**config.mk**
```make
export PLATFORM = sky130hd
export DESIGN_NAME = irq_latency_min_max_avg_stats
export DESIGN_NICKNAME = d
export VERILOG_FILES = /design/src/rtl/core/irqlat_pkg.sv /design/src/rtl/core/irq_latency_min_max_avg_stats.sv /design/src/rtl/core/irqlat_stat_ram.sv /design/src/rtl/core/irqlat_update.sv
export SDC_FILE = /design/constraint.sdc
export NUM_CORES = 2
export LEC_CHECK = 0
export BUFFER_PORTS_ARGS = -buffer_cell sky130_fd_sc_hd__buf_4
export CORE_AREA = 4 4 438 440
export CTS_CLUSTER_DIAMETER = 200
export DETAILED_ROUTE_END_ITERATION = 16
export DIE_AREA = 0 0 442 444
export PLACE_DENSITY = 0.65
export SYNTH_ARGS = -nofsm -noshare
export SYNTH_HDL_FRONTEND = slang
export SYNTH_SLANG_ARGS = --single-unit
export TNS_END_PERCENT = 20
```
**constraint.sdc**
```tcl
create_clock -name aclk -period 29.9 [get_ports aclk]
set_input_delay 1.495 -clock aclk [delete_from_list [all_inputs] [get_ports aclk]]
set_output_delay 1.495 -clock aclk [all_outputs]
set_load 0.005 [all_outputs]
```
**src/rtl/core/irqlat_pkg.sv**
```systemverilog
// ============================================================================
// irqlat_pkg
// Shared constants for the interrupt latency min/max/average statistics block.
// ============================================================================
`default_nettype none

package irqlat_pkg;

    // default sizing of the statistics store
    localparam int ENTRY_COUNT_DEF = 16;
    localparam int TICK_WIDTH_DEF  = 32;

    // port field widths
    localparam int VECTOR_W   = 8;
    localparam int DURATION_W = 32;
    localparam int RESULT_W   = 32;
    localparam int SHIFT_W    = 5;

    // vector bits that pick the statistics entry
    localparam int SEL_LSB   = 4;
    localparam int SEL_W     = VECTOR_W - SEL_LSB;
    localparam int SEL_COUNT = 1 << SEL_W;

    // moving average weight after reset
    localparam logic [SHIFT_W-1:0] AVG_SHIFT_RESET = 5'd7;

endpackage

`default_nettype wire

```
**src/rtl/core/irq_latency_min_max_avg_stats.sv**
```systemverilog
// ============================================================================
// irq_latency_min_max_avg_stats
// Per-interrupt-line service time statistics (min, max, moving average).
// ============================================================================
// Each input word carries a vector number and a measured duration; vector
// bits 7..4 (modulo ENTRY_COUNT) pick a statistics entry, and one result word
// with the entry's updated min, average and max comes back for every input.
// The block takes one word per cycle while the result side does not stall: the
// word's read of the statistics memory is issued at acceptance, the update and
// write-back follow in the update stage, which loads the output register. The
// single read and single write port of the memory set that rate; a write to
// the entry that the next word reads is forwarded. Backpressure on the result
// side stalls the update stage, and input is taken again as soon as the
// output register frees. Entries are empty after reset with no clearing pass.
// avg_shift may be written only while no word is in flight.
// ============================================================================
`default_nettype none

module irq_latency_min_max_avg_stats #(
    parameter int ENTRY_COUNT = irqlat_pkg::ENTRY_COUNT_DEF,
    parameter int TICK_WIDTH  = irqlat_pkg::TICK_WIDTH_DEF
) (
    input  wire logic                             aclk,
    input  wire logic                             aresetn,
    // configuration write
    input  wire logic                             cfg_valid,
    output logic                                  cfg_ready,
    input  wire logic [irqlat_pkg::SHIFT_W-1:0]   cfg_wdata,
    // input words
    input  wire logic                             s_valid,
    output logic                                  s_ready,
    input  wire logic [irqlat_pkg::VECTOR_W-1:0]  s_vector_number,
    input  wire logic [irqlat_pkg::DURATION_W-1:0] s_duration_ticks,
    // result words
    output logic                                  m_valid,
    input  wire logic                             m_ready,
    output logic      [irqlat_pkg::RESULT_W-1:0]  m_entry_min,
    output logic      [irqlat_pkg::RESULT_W-1:0]  m_entry_avg,
    output logic      [irqlat_pkg::RESULT_W-1:0]  m_entry_max
);

    localparam int IDX_W  = $clog2(ENTRY_COUNT);
    localparam int DATA_W = 3 * TICK_WIDTH;

    logic [irqlat_pkg::SHIFT_W-1:0]  avg_shift_reg;
    logic [IDX_W-1:0]                slot_lut [irqlat_pkg::SEL_COUNT];
    logic [IDX_W-1:0]                in_idx;
    logic                            in_accept;
    logic                            advance;

    logic                            st_valid_reg;
    logic [IDX_W-1:0]                st_idx_reg;
    logic [TICK_WIDTH-1:0]           st_tick_reg;

    logic                            byp_valid_reg;
    logic [IDX_W-1:0]                byp_idx_reg;
    logic [DATA_W-1:0]               byp_data_reg;

    logic [DATA_W-1:0]               ram_rd_data;
    logic [DATA_W-1:0]               cur_entry;
    logic [TICK_WIDTH-1:0]           upd_min;
    logic [TICK_WIDTH-1:0]           upd_avg;
    logic [TICK_WIDTH-1:0]           upd_max;
    logic [DATA_W-1:0]               upd_entry;

    logic                            m_valid_reg;
    logic [irqlat_pkg::RESULT_W-1:0] m_min_reg;
    logic [irqlat_pkg::RESULT_W-1:0] m_avg_reg;
    logic [irqlat_pkg::RESULT_W-1:0] m_max_reg;

    // configuration register
    assign cfg_ready = 1'b1;

    always_ff @(posedge aclk) begin
        if (!aresetn) begin
            avg_shift_reg <= irqlat_pkg::AVG_SHIFT_RESET;
        end else if (cfg_valid) begin
            avg_shift_reg <= cfg_wdata;
        end
    end

    // entry select: vector high bits folded modulo the entry count
    for (genvar i = 0; i < irqlat_pkg::SEL_COUNT; i++) begin : g_slot
        localparam int SLOT = i % ENTRY_COUNT;
        assign slot_lut[i] = IDX_W'(SLOT);
    end

    assign in_idx = slot_lut[s_vector_number[irqlat_pkg::VECTOR_W-1:irqlat_pkg::SEL_LSB]];

    // handshake: update stage moves when the output register can take it
    assign advance   = st_valid_reg && (!m_valid_reg || m_ready);
    assign s_ready   = !st_valid_reg || advance;
    assign in_accept = s_valid && s_ready;

    // update stage registers
    always_ff @(posedge aclk) begin
        if (!aresetn) begin
            st_valid_reg <= 1'b0;
        end else if (in_accept) begin
            st_valid_reg <= 1'b1;
        end else if (advance) begin
            st_valid_reg <= 1'b0;
        end
    end

    always_ff @(posedge aclk) begin
        if (in_accept) begin
            st_idx_reg  <= in_idx;
            st_tick_reg <= TICK_WIDTH'(s_duration_ticks);
        end
    end

    // statistics memory
    irqlat_stat_ram #(
        .ENTRY_COUNT (ENTRY_COUNT),
        .TICK_WIDTH  (TICK_WIDTH)
    ) u_stat_ram (
        .aclk    (aclk),
        .aresetn (aresetn),
        .rd_en   (in_accept),
        .rd_idx  (in_idx),
        .rd_data (ram_rd_data),
        .wr_en   (advance),
        .wr_idx  (st_idx_reg),
        .wr_data (upd_entry)
    );

    // forward the last write when it hit the entry being updated
    always_ff @(posedge aclk) begin
        if (!aresetn) begin
            byp_valid_reg <= 1'b0;
        end else if (advance) begin
            byp_valid_reg <= 1'b1;
        end
    end

    always_ff @(posedge aclk) begin
        if (advance) begin
            byp_idx_reg  <= st_idx_reg;
            byp_data_reg <= upd_entry;
        end
    end

    assign cur_entry = (byp_valid_reg && (byp_idx_reg == st_idx_reg)) ?
                       byp_data_reg : ram_rd_data;

    // min / max / moving average update
    irqlat_update #(
        .TICK_WIDTH (TICK_WIDTH)
    ) u_update (
        .cur_min   (cur_entry[TICK_WIDTH-1:0]),
        .cur_avg   (cur_entry[2*TICK_WIDTH-1:TICK_WIDTH]),
        .cur_max   (cur_entry[DATA_W-1:2*TICK_WIDTH]),
        .tick      (st_tick_reg),
        .avg_shift (avg_shift_reg),
        .new_min   (upd_min),
        .new_avg   (upd_avg),
        .new_max   (upd_max)
    );

    assign upd_entry = {upd_max, upd_avg, upd_min};

    // output register
    always_ff @(posedge aclk) begin
        if (!aresetn) begin
            m_valid_reg <= 1'b0;
        end else if (advance) begin
            m_valid_reg <= 1'b1;
        end else if (m_ready) begin
            m_valid_reg <= 1'b0;
        end
    end

    always_ff @(posedge aclk) begin
        if (advance) begin
            m_min_reg <= irqlat_pkg::RESULT_W'(upd_min);
            m_avg_reg <= irqlat_pkg::RESULT_W'(upd_avg);
            m_max_reg <= irqlat_pkg::RESULT_W'(upd_max);
        end
    end

    assign m_valid     = m_valid_reg;
    assign m_entry_min = m_min_reg;
    assign m_entry_avg = m_avg_reg;
    assign m_entry_max = m_max_reg;

    // an accepted word is in the update stage in the next cycle
    a_accept_to_stage: assert property (@(posedge aclk) disable iff (!aresetn)
        in_accept |=> st_valid_reg)
        else $error("accepted word missing from update stage");

    // a new result only comes from the update stage
    a_result_source: assert property (@(posedge aclk) disable iff (!aresetn)
        $rose(m_valid_reg) |-> $past(st_valid_reg))
        else $error("result without an update");

    // the updated entry keeps min at or below max
    a_min_le_max: assert property (@(posedge aclk) disable iff (!aresetn)
        st_valid_reg |-> (upd_min <= upd_max))
        else $error("entry min above max");

    // an empty entry is loaded with the duration
    a_empty_load: assert property (@(posedge aclk) disable iff (!aresetn)
        (st_valid_reg && (cur_entry[2*TICK_WIDTH-1:TICK_WIDTH] == '0)) |->
        ((upd_min == st_tick_reg) && (upd_max == st_tick_reg)
         && (upd_avg == st_tick_reg)))
        else $error("empty entry not loaded with duration");

endmodule

`default_nettype wire

```
**src/rtl/core/irqlat_stat_ram.sv**
```systemverilog
// ============================================================================
// irqlat_stat_ram
// Statistics store: one synchronous memory holding {max, avg, min} for each
// entry, one read and one write port, plus per-entry valid flops so that an
// entry not yet written since reset reads as all zero.
// ============================================================================
`default_nettype none

module irqlat_stat_ram #(
    parameter int ENTRY_COUNT = irqlat_pkg::ENTRY_COUNT_DEF,
    parameter int TICK_WIDTH  = irqlat_pkg::TICK_WIDTH_DEF,
    localparam int IDX_W      = $clog2(ENTRY_COUNT),
    localparam int DATA_W     = 3 * TICK_WIDTH
) (
    input  wire logic              aclk,
    input  wire logic              aresetn,
    input  wire logic              rd_en,
    input  wire logic [IDX_W-1:0]  rd_idx,
    output logic      [DATA_W-1:0] rd_data,
    input  wire logic              wr_en,
    input  wire logic [IDX_W-1:0]  wr_idx,
    input  wire logic [DATA_W-1:0] wr_data
);

    logic [DATA_W-1:0]      mem [ENTRY_COUNT];
    logic [ENTRY_COUNT-1:0] valid_reg;
    logic [DATA_W-1:0]      rd_data_reg;
    logic                   rd_valid_reg;

    // memory array: write port and registered read port
    always_ff @(posedge aclk) begin
        if (wr_en) begin
            mem[wr_idx] <= wr_data;
        end
        if (rd_en) begin
            rd_data_reg  <= mem[rd_idx];
            rd_valid_reg <= valid_reg[rd_idx];
        end
    end

    // entry valid flags, cleared at reset
    always_ff @(posedge aclk) begin
        if (!aresetn) begin
            valid_reg <= '0;
        end else if (wr_en) begin
            valid_reg[wr_idx] <= 1'b1;
        end
    end

    // unwritten entries read as zero
    assign rd_data = rd_valid_reg ? rd_data_reg : '0;

endmodule

`default_nettype wire

```
**src/rtl/core/irqlat_update.sv**
```systemverilog
// ============================================================================
// irqlat_update
// Statistics update: loads an empty entry with the new duration, otherwise
// tracks min and max by compare and moves the average by avg - avg>>s + t>>s.
// ============================================================================
`default_nettype none

module irqlat_update #(
    parameter int TICK_WIDTH = irqlat_pkg::TICK_WIDTH_DEF
) (
    input  wire logic [TICK_WIDTH-1:0]          cur_min,
    input  wire logic [TICK_WIDTH-1:0]          cur_avg,
    input  wire logic [TICK_WIDTH-1:0]          cur_max,
    input  wire logic [TICK_WIDTH-1:0]          tick,
    input  wire logic [irqlat_pkg::SHIFT_W-1:0] avg_shift,
    output logic      [TICK_WIDTH-1:0]          new_min,
    output logic      [TICK_WIDTH-1:0]          new_avg,
    output logic      [TICK_WIDTH-1:0]          new_max
);

    logic                  empty;
    logic [TICK_WIDTH-1:0] avg_step;

    // a zero average marks an empty entry
    assign empty = (cur_avg == '0);

    // moving average, wrapping at the store width
    assign avg_step = cur_avg - (cur_avg >> avg_shift) + (tick >> avg_shift);

    always_comb begin
        if (empty) begin
            new_min = tick;
            new_avg = tick;
            new_max = tick;
        end else begin
            new_min = (tick < cur_min) ? tick : cur_min;
            new_max = (tick > cur_max) ? tick : cur_max;
            new_avg = avg_step;
        end
    end

endmodule

`default_nettype wire

```
After elaboration in Yosys (flattened, before gate mapping)
Memories as Yosys holds them, arrays and structs flattened. A register that Yosys moved wholly into a read port is not among the register bits.
Cells that the tools add are included.
{ "op_classes": {"eq_ne": 1, "bitwise_logic": 2, "n_addsub": 2, "div": 0, "muxes": 19, "reduce_logical": 11, "mul": 0, "shifts": 2, "magnitude_cmp": 6} }
{ "ops": {"columns": ["op", "count"], "rows": [
  ["$mux 96", 2],
  ["$mux 32", 5],
  ["$shr 32x5->32", 2],
  ["$add 32x32->32", 1],
  ["$gt 32x32->1", 1],
  ["$logic_not 32->1", 1],
  ["$lt 32x32->1", 1],
  ["$sub 32x32->32", 1],
  ["$or 16x16->16", 1],
  ["$lt 4x5->1 const B", 2],
  ["$mux 1", 8],
  ["$mux 4", 2],
  ["$ge 5x5->1 const B", 1],
  ["$not 4->5", 1],
  ["$bmux 1 s4", 1],
  ["$demux 1 s4", 1],
  ["$eq 4x4->1", 1],
  ["$ge 4x1->1 const B", 1],
  ["$logic_and 1x1->1", 4],
  ["$reduce_bool 2->1", 2],
  ["$logic_not 1->1", 2],
  ["$logic_or 1x1->1", 2]
]} }
{ "word_totals": {"register_bits": 257, "latch_bits": 0, "rom_bits": 64, "out_inout_bits": 99, "mem_count": 2, "mem_bits_rw": 1536, "wordCells": 58} }
{ "mem_list": {"columns": ["memory", "words", "width", "read_ports", "rd_clocked_by_memory_dff", "write_ports", "line_no", "text"], "rows": [
  ["u_stat_ram.mem", 16, 96, 1, 1, 1, "irqlat_stat_ram.sv:25", "logic [DATA_W-1:0] mem [ENTRY_COUNT];"],
  ["(no name shown)", 16, 4, 1, 0, 0, "irq_latency_min_max_avg_stats.sv:88", "assign in_idx = slot_lut[s_vector_number[irqlat_pkg::VECTOR_W-1:irqlat_pkg::SEL_LSB]];"]
]} }

Depth between registers and ports, before layout
{ "logic_depth": {"depth_word": 7, "mapped_depth": 25, "ltp_nobuf": 22} }

Hierarchy
A second synthesis with hierarchy kept.
{ "hier_totals": {"hier_cells": 4221, "area_unflattened_um2": 76304.4} }
{ "by_module_without_submodules": {"columns": ["module", "seq_area_each_um2", "cells_per_inst", "instances", "area_each_um2"], "rows": [
  ["irqlat_stat_ram", 49357.3, 2608, 1, 61446.4],
  ["irqlat_update", 0.0, 1334, 1, 9267.6],
  ["irq_latency_min_max_avg_stats", 4244.1, 279, 1, 5590.4]
]} }

Worst setup path before layout
Ideal clock, no wire load.
{ "synth_path": {"path_kind": "input -> register", "from": "in m_ready", "to": "mem u_stat_ram.mem[4][0] (netlist bit), enable pin", "arrival_time_ns": 13.576, "slack_ns": 15.653, "path_stages": 4, "path_cell_list": "nor2b_1 -> nor2b_1 -> nand3b_1 -> nor3_1"} }
{ "synth_between": {"elab_chain_len": 4} }
{ "synth_rtl": {"columns": ["element", "line_no", "text"], "rows": [
  ["start, declared", "irq_latency_min_max_avg_stats.sv:36", "input wire logic m_ready,"],
  ["$logic_or 1x1->1", "irq_latency_min_max_avg_stats.sv:91", "assign advance = st_valid_reg && (!m_valid_reg || m_ready);"],
  ["$logic_and 1x1->1", "irq_latency_min_max_avg_stats.sv:91", null],
  ["net advance", "irq_latency_min_max_avg_stats.sv:49", "logic advance;"],
  ["$mux 1", "irqlat_stat_ram.sv:32", "if (wr_en) begin"],
  ["$mux 1 (implied by the code)", "irqlat_stat_ram.sv:33", "mem[wr_idx] <= wr_data;"],
  ["end, declared", "irqlat_stat_ram.sv:25", null]
]} }
The timed path passes the listed nets, and every way through them passes these cells.

Final worst setup path
{ "layout_path": {"from": "reg st_idx_reg[1]", "to": "mem u_stat_ram.mem[5][62] (netlist bit), data pin"} }
{ "layout_between": {"elab_chain_len": 7} }
{ "layout_rtl": {"columns": ["element", "line_no", "text"], "rows": [
  ["start, declared", "irq_latency_min_max_avg_stats.sv:52", "logic [IDX_W-1:0] st_idx_reg;"],
  ["start signal, assigned", "irq_latency_min_max_avg_stats.sv:108", "st_idx_reg <= in_idx;"],
  ["$eq 4x4->1 (*)", "irq_latency_min_max_avg_stats.sv:144", "assign cur_entry = (byp_valid_reg && (byp_idx_reg == st_idx_reg)) ?"],
  ["$logic_and 1x1->1 (*)", "irq_latency_min_max_avg_stats.sv:144", null],
  ["$mux 96 (*)", "irq_latency_min_max_avg_stats.sv:144", null],
  ["$shr 32x5->32", "irqlat_update.sv:28", "assign avg_step = cur_avg - (cur_avg >> avg_shift) + (tick >> avg_shift);"],
  ["$sub 32x32->32", "irqlat_update.sv:28", null],
  ["$add 32x32->32", "irqlat_update.sv:28", null],
  ["$mux 32 (*)", "irqlat_update.sv:31", "if (empty) begin"],
  ["net u_stat_ram.wr_data[62]", "irqlat_stat_ram.sv:22", "input wire logic [DATA_W-1:0] wr_data"]
]} }
The timed path passes the listed nets; every way through them passes the cells marked *.

==> parameters.txt <==
Parameter                              Value

Clock network
  Maximum buffer depth of the clock tree    3
  Clock-pin transition on the worst setup and hold timing paths    around 0.060 ns
  CTS Hold Bufs    0
  Number of CTS-inserted buffers    roughly 180
  Number of H-tree levels    4
  Root buffer cell    clkbuf_16
  Cts repair resizes    0
  TritonCTS sink count    between 1,500 and 2,000
  TritonCTS clock tree    done
  Clock latency on the worst-skew pair    around 0.83 ns
  Number of buffers inserted to repair setup after CTS    0

STA
  Transition time of the tightest slew-check pin    1.36 ns
  Highest Clock Rate    roughly 110 MHz
  Shortest clock period the worst path allows after layout    ~9.3 ns
  Setup TNS    0 ns
  Setup violations, final    0
  Number of max-slew violations in the final report    0
  Final Hold Vio Count    0
  Unrepaired setup endpoints after global routing    false
  Final worst-path cycle share    0.313
  Setup Skew    0.0521 ns
  Setup ws final    between 20 and 25 ns
  Normalized max-slew margin    0.0685

GRT
  Antenna violations before repair    7
  Total routing resource utilization after global routing    0.206
  Largest net degree at the start of global routing    roughly 100
  Overflow after GRT    0
  Via count of the first global-routing pass    ~40,000
  Global-route wire length before repair    between 200,000 and 300,000 µm

Final layout
  Flip-flop count of the largest register, all copies and words added    1,536
  Number of cells in the finished layout apart from fillers    ~6,700
  Share of post-route cells with drive strength above 1    0.254
  Final-layout fill cell count    ~16,000
  Sequential cell area in the final layout    between 50,000 and 60,000 µm²
  Net count, final    approximately 4,200
  Multi-input gate area in the final layout    a little over 20,000 µm²
  Synth-to-layout area growth    13.3%
  Fin area    approximately 85,000 µm²

Flow run
  Maximum Capacitance Violations    0

Run status
  Status    finished, final reports clean

Logic synthesis
  Fraction of registers with async set/reset    0
  Syn Area/Cell    between 15 and 20 µm²
  Post-synthesis cell count    between 3,000 and 4,000
  Cell area after synthesis    74,900 µm²
  Count of state elements after synthesis    about 1,800
  Number of synthesized flops with an enable pin    1,769
  Most instantiated flip-flop cell in the synthesis netlist    edfxtp_1
  Mapped Nets    about 4,000
  Number of distinct library cells after synthesis    81
  Portion of the post-synthesis area used by sequential elements    0.715
  Total number of yosys warnings    0

Detailed routing
  Met2 layer wire length in the routed design    around 100,000 µm
  Vias    ~40,000
  Met3 WL    between 15,000 and 20,000 µm
  Avg Vias per Cell    between 5 and 6
  Average detailed-routed wire length per instance    about 30 µm
  Total wire length    206,000 µm
  Antenna-violating nets left    0
  Number of DRC violations after detailed-routing iteration 0    between 5,000 and 6,000
  Wire length on met1    approximately 83,000 µm
  Iteration count of the initial detailed-routing pass    6
  Final routed DRC violation total    0
  Top layer reached by signal wires    met4

Setup path
  Setup CP Type    flip-flop to flip-flop
  Data required time at the worst endpoint    slightly above 30 ns
  Critical path endpoint category    flip-flop
  Largest fanout of any net on the critical path    48
  Cell repeated most along the worst path    o21ai_0
  Slowest cell on the critical path    a31oi_1
  Critical path buffers and inverters    3
  Top delay family on crit path    compound AO/OA/AOI/OAI gates
  Cell Chain, Critical Path    xnor2_2, nand3_1, nor2_4, buf_4, buf_4, a21boi_0, mux4_2, mux2_2, nor2_1, a21oi_1, mux2i_1, ha_1, inv_1, ha_1, fa_1, a21o_1, a221o_1, o211ai_1, a31oi_1, o21ai_0, o21ai_0, nor4_1, o21ai_0, a31oi_1
  Largest stage delay, worst path    0.96 ns
  Critical path launch point type    flip-flop
  WP data arrival    9.80 ns

Min path
  Hold WC Path Type    flip-flop to flip-flop

Placement
  Place WS    20.76 ns
  Placer Congestion    0.956
  Placed wire-length estimate after detailed placement    117,000 µm
  Dpl cell area    roughly 79,000 µm²
  Cell total after placement    approximately 6,400
  Quantity of I/O buffers inserted on ports    between 100 and 150

Floorplanning
  Die outline area    between 150,000 and 200,000 µm²
  Top-level port count    149
  Standard-cell row count    approximately 160
  Starting density of the core    0.399
  Die outline height    444 µm
  Placeable core region    approximately 190,000 µm²
  Die W    ~440 µm

Power and ir drop
  Power Dens Cells    approximately 74 nW/µm²
  PnR Total Power    between 0.006 and 0.007 W
  Peak ir drop on the vdd network    0.0784 mV
  Total leakage power    between 20 and 30 nW
-- layout by cell type (no fill, tap or decap), drive strengths merged, types with 5 or more instances in the layout --
master,count
a211oi,17
a21o,29
a21oi,155
a221oi,6
a22oi,12
a2bb2oi,6
a31o,5
a31oi,26
and2,21
and3,77
buf,244
bufinv,9
clkbuf,229
clkinv,71
dfxtp,24
edfxtp,1769
fa,28
ha,98
inv,94
mux2,13
mux2i,76
mux4,524
nand2,184
nand2b,9
nand3,16
nand4,15
nor2,124
nor2b,9
nor3,17
nor4,11
o211a,7
o211ai,20
o21a,27
o21ai,103
o22ai,14
or2,6
xnor2,20
xor2,14
-- worst reg2reg max path, delay by kind of cell (launching register included) --
kind	cells	cell delay [ns]
buffers and inverters	3	1.31
multiplexers	3	1.16
adder cells (fa/ha/maj)	3	0.86
XOR/XNOR	1	0.25
flip-flops	1	0.57
AO/OA/AOI/OAI	10	3.85
AND/OR/NAND/NOR	4	1.01
-- Yosys cell counts (24+ instances only) --
master,n,share of area
edfxtp_1,1769,0.71
mux4_2,524,0.16
nand2_1,183,0.0092
a21oi_1,153,0.010
clkbuf_1,127,0.0064
nor2_1,124,0.0062
ha_1,98,0.016
inv_1,82,0.0041
and3_1,76,0.0063
mux2i_1,76,0.010
o21ai_0,73,0.0049
buf_1,45,0.0023
a21o_1,29,0.0029
o21ai_1,29,0.0019
fa_1,28,0.0075
o21a_1,27,0.0027
a31oi_1,26,0.0022
buf_2,24,0.0016
dfxtp_1,24,0.0064
-- through the flow --
step | utilization | hold WS [ns]
after floorplan | - | 0.435
after global placement | 0.422 | 0.441
after detailed placement | 0.422 | 0.449
after CTS | 0.453 | 0.463
after global routing | 0.453 | 0.479
final | 0.453 | 0.460
-- power by group --
part,internal [W],leakage [nW],total [W],switching [W]
clock network,0.00122,2.73,0.00217,0.000958
logic,0.000290,8.91,0.000933,0.000642
registers,0.00315,16.4,0.00321,0.0000573
total,0.00466,28.0,0.00631,0.00166
-- logic make-up (layout without fill, tap and decap cells) --
family | Yosys count | after routing | synth area share
other | 1 | 4 | 0.0000500
buffers and inverters | 292 | 651 | 0.0158
AND/OR/NAND/NOR | 500 | 500 | 0.0314
flip-flops | 1793 | 1793 | 0.715
multiplexers | 613 | 613 | 0.170
adder cells (fa/ha/maj) | 126 | 126 | 0.0238
XOR/XNOR | 34 | 34 | 0.00417
AO/OA/AOI/OAI | 473 | 473 | 0.0397
-- worst paths after layout --
path | start | endpoint | depth (start not counted) | slack, ns
min reg2reg | u_stat_ram.valid_reg[3] | u_stat_ram.valid_reg[3] | 1 | 0.46
max reg2reg | st_idx_reg[1] | u_stat_ram.mem[5][62] | 24 | 20.55
min | u_stat_ram.valid_reg[3] | u_stat_ram.valid_reg[3] | 1 | 0.46
max | st_idx_reg[1] | u_stat_ram.mem[5][62] | 24 | 20.55
-- per-layer routing --
metal / global-route usage / up-vias
met4: 0.0611 / 0
met1: 0.286 / 21300
met3: 0.0322 / 281
met5: 0 / -
li1: - / 16300
met2: 0.339 / 1927
-- area by class of cell --
cell class / instances / area share
Sequential cell: 1793 / 0.631
Multi-Input combinational cell: 1747 / 0.239
Clock buffer: 228 / 0.0563
Tap cell: 2495 / 0.0368
Timing Repair Buffer: 245 / 0.0227
Clock inverter: 93 / 0.0103
Inverter: 85 / 0.00376
Antenna cell: 3 / 0.0000884
Note: power is estimated with default switching activity, not from simulation.
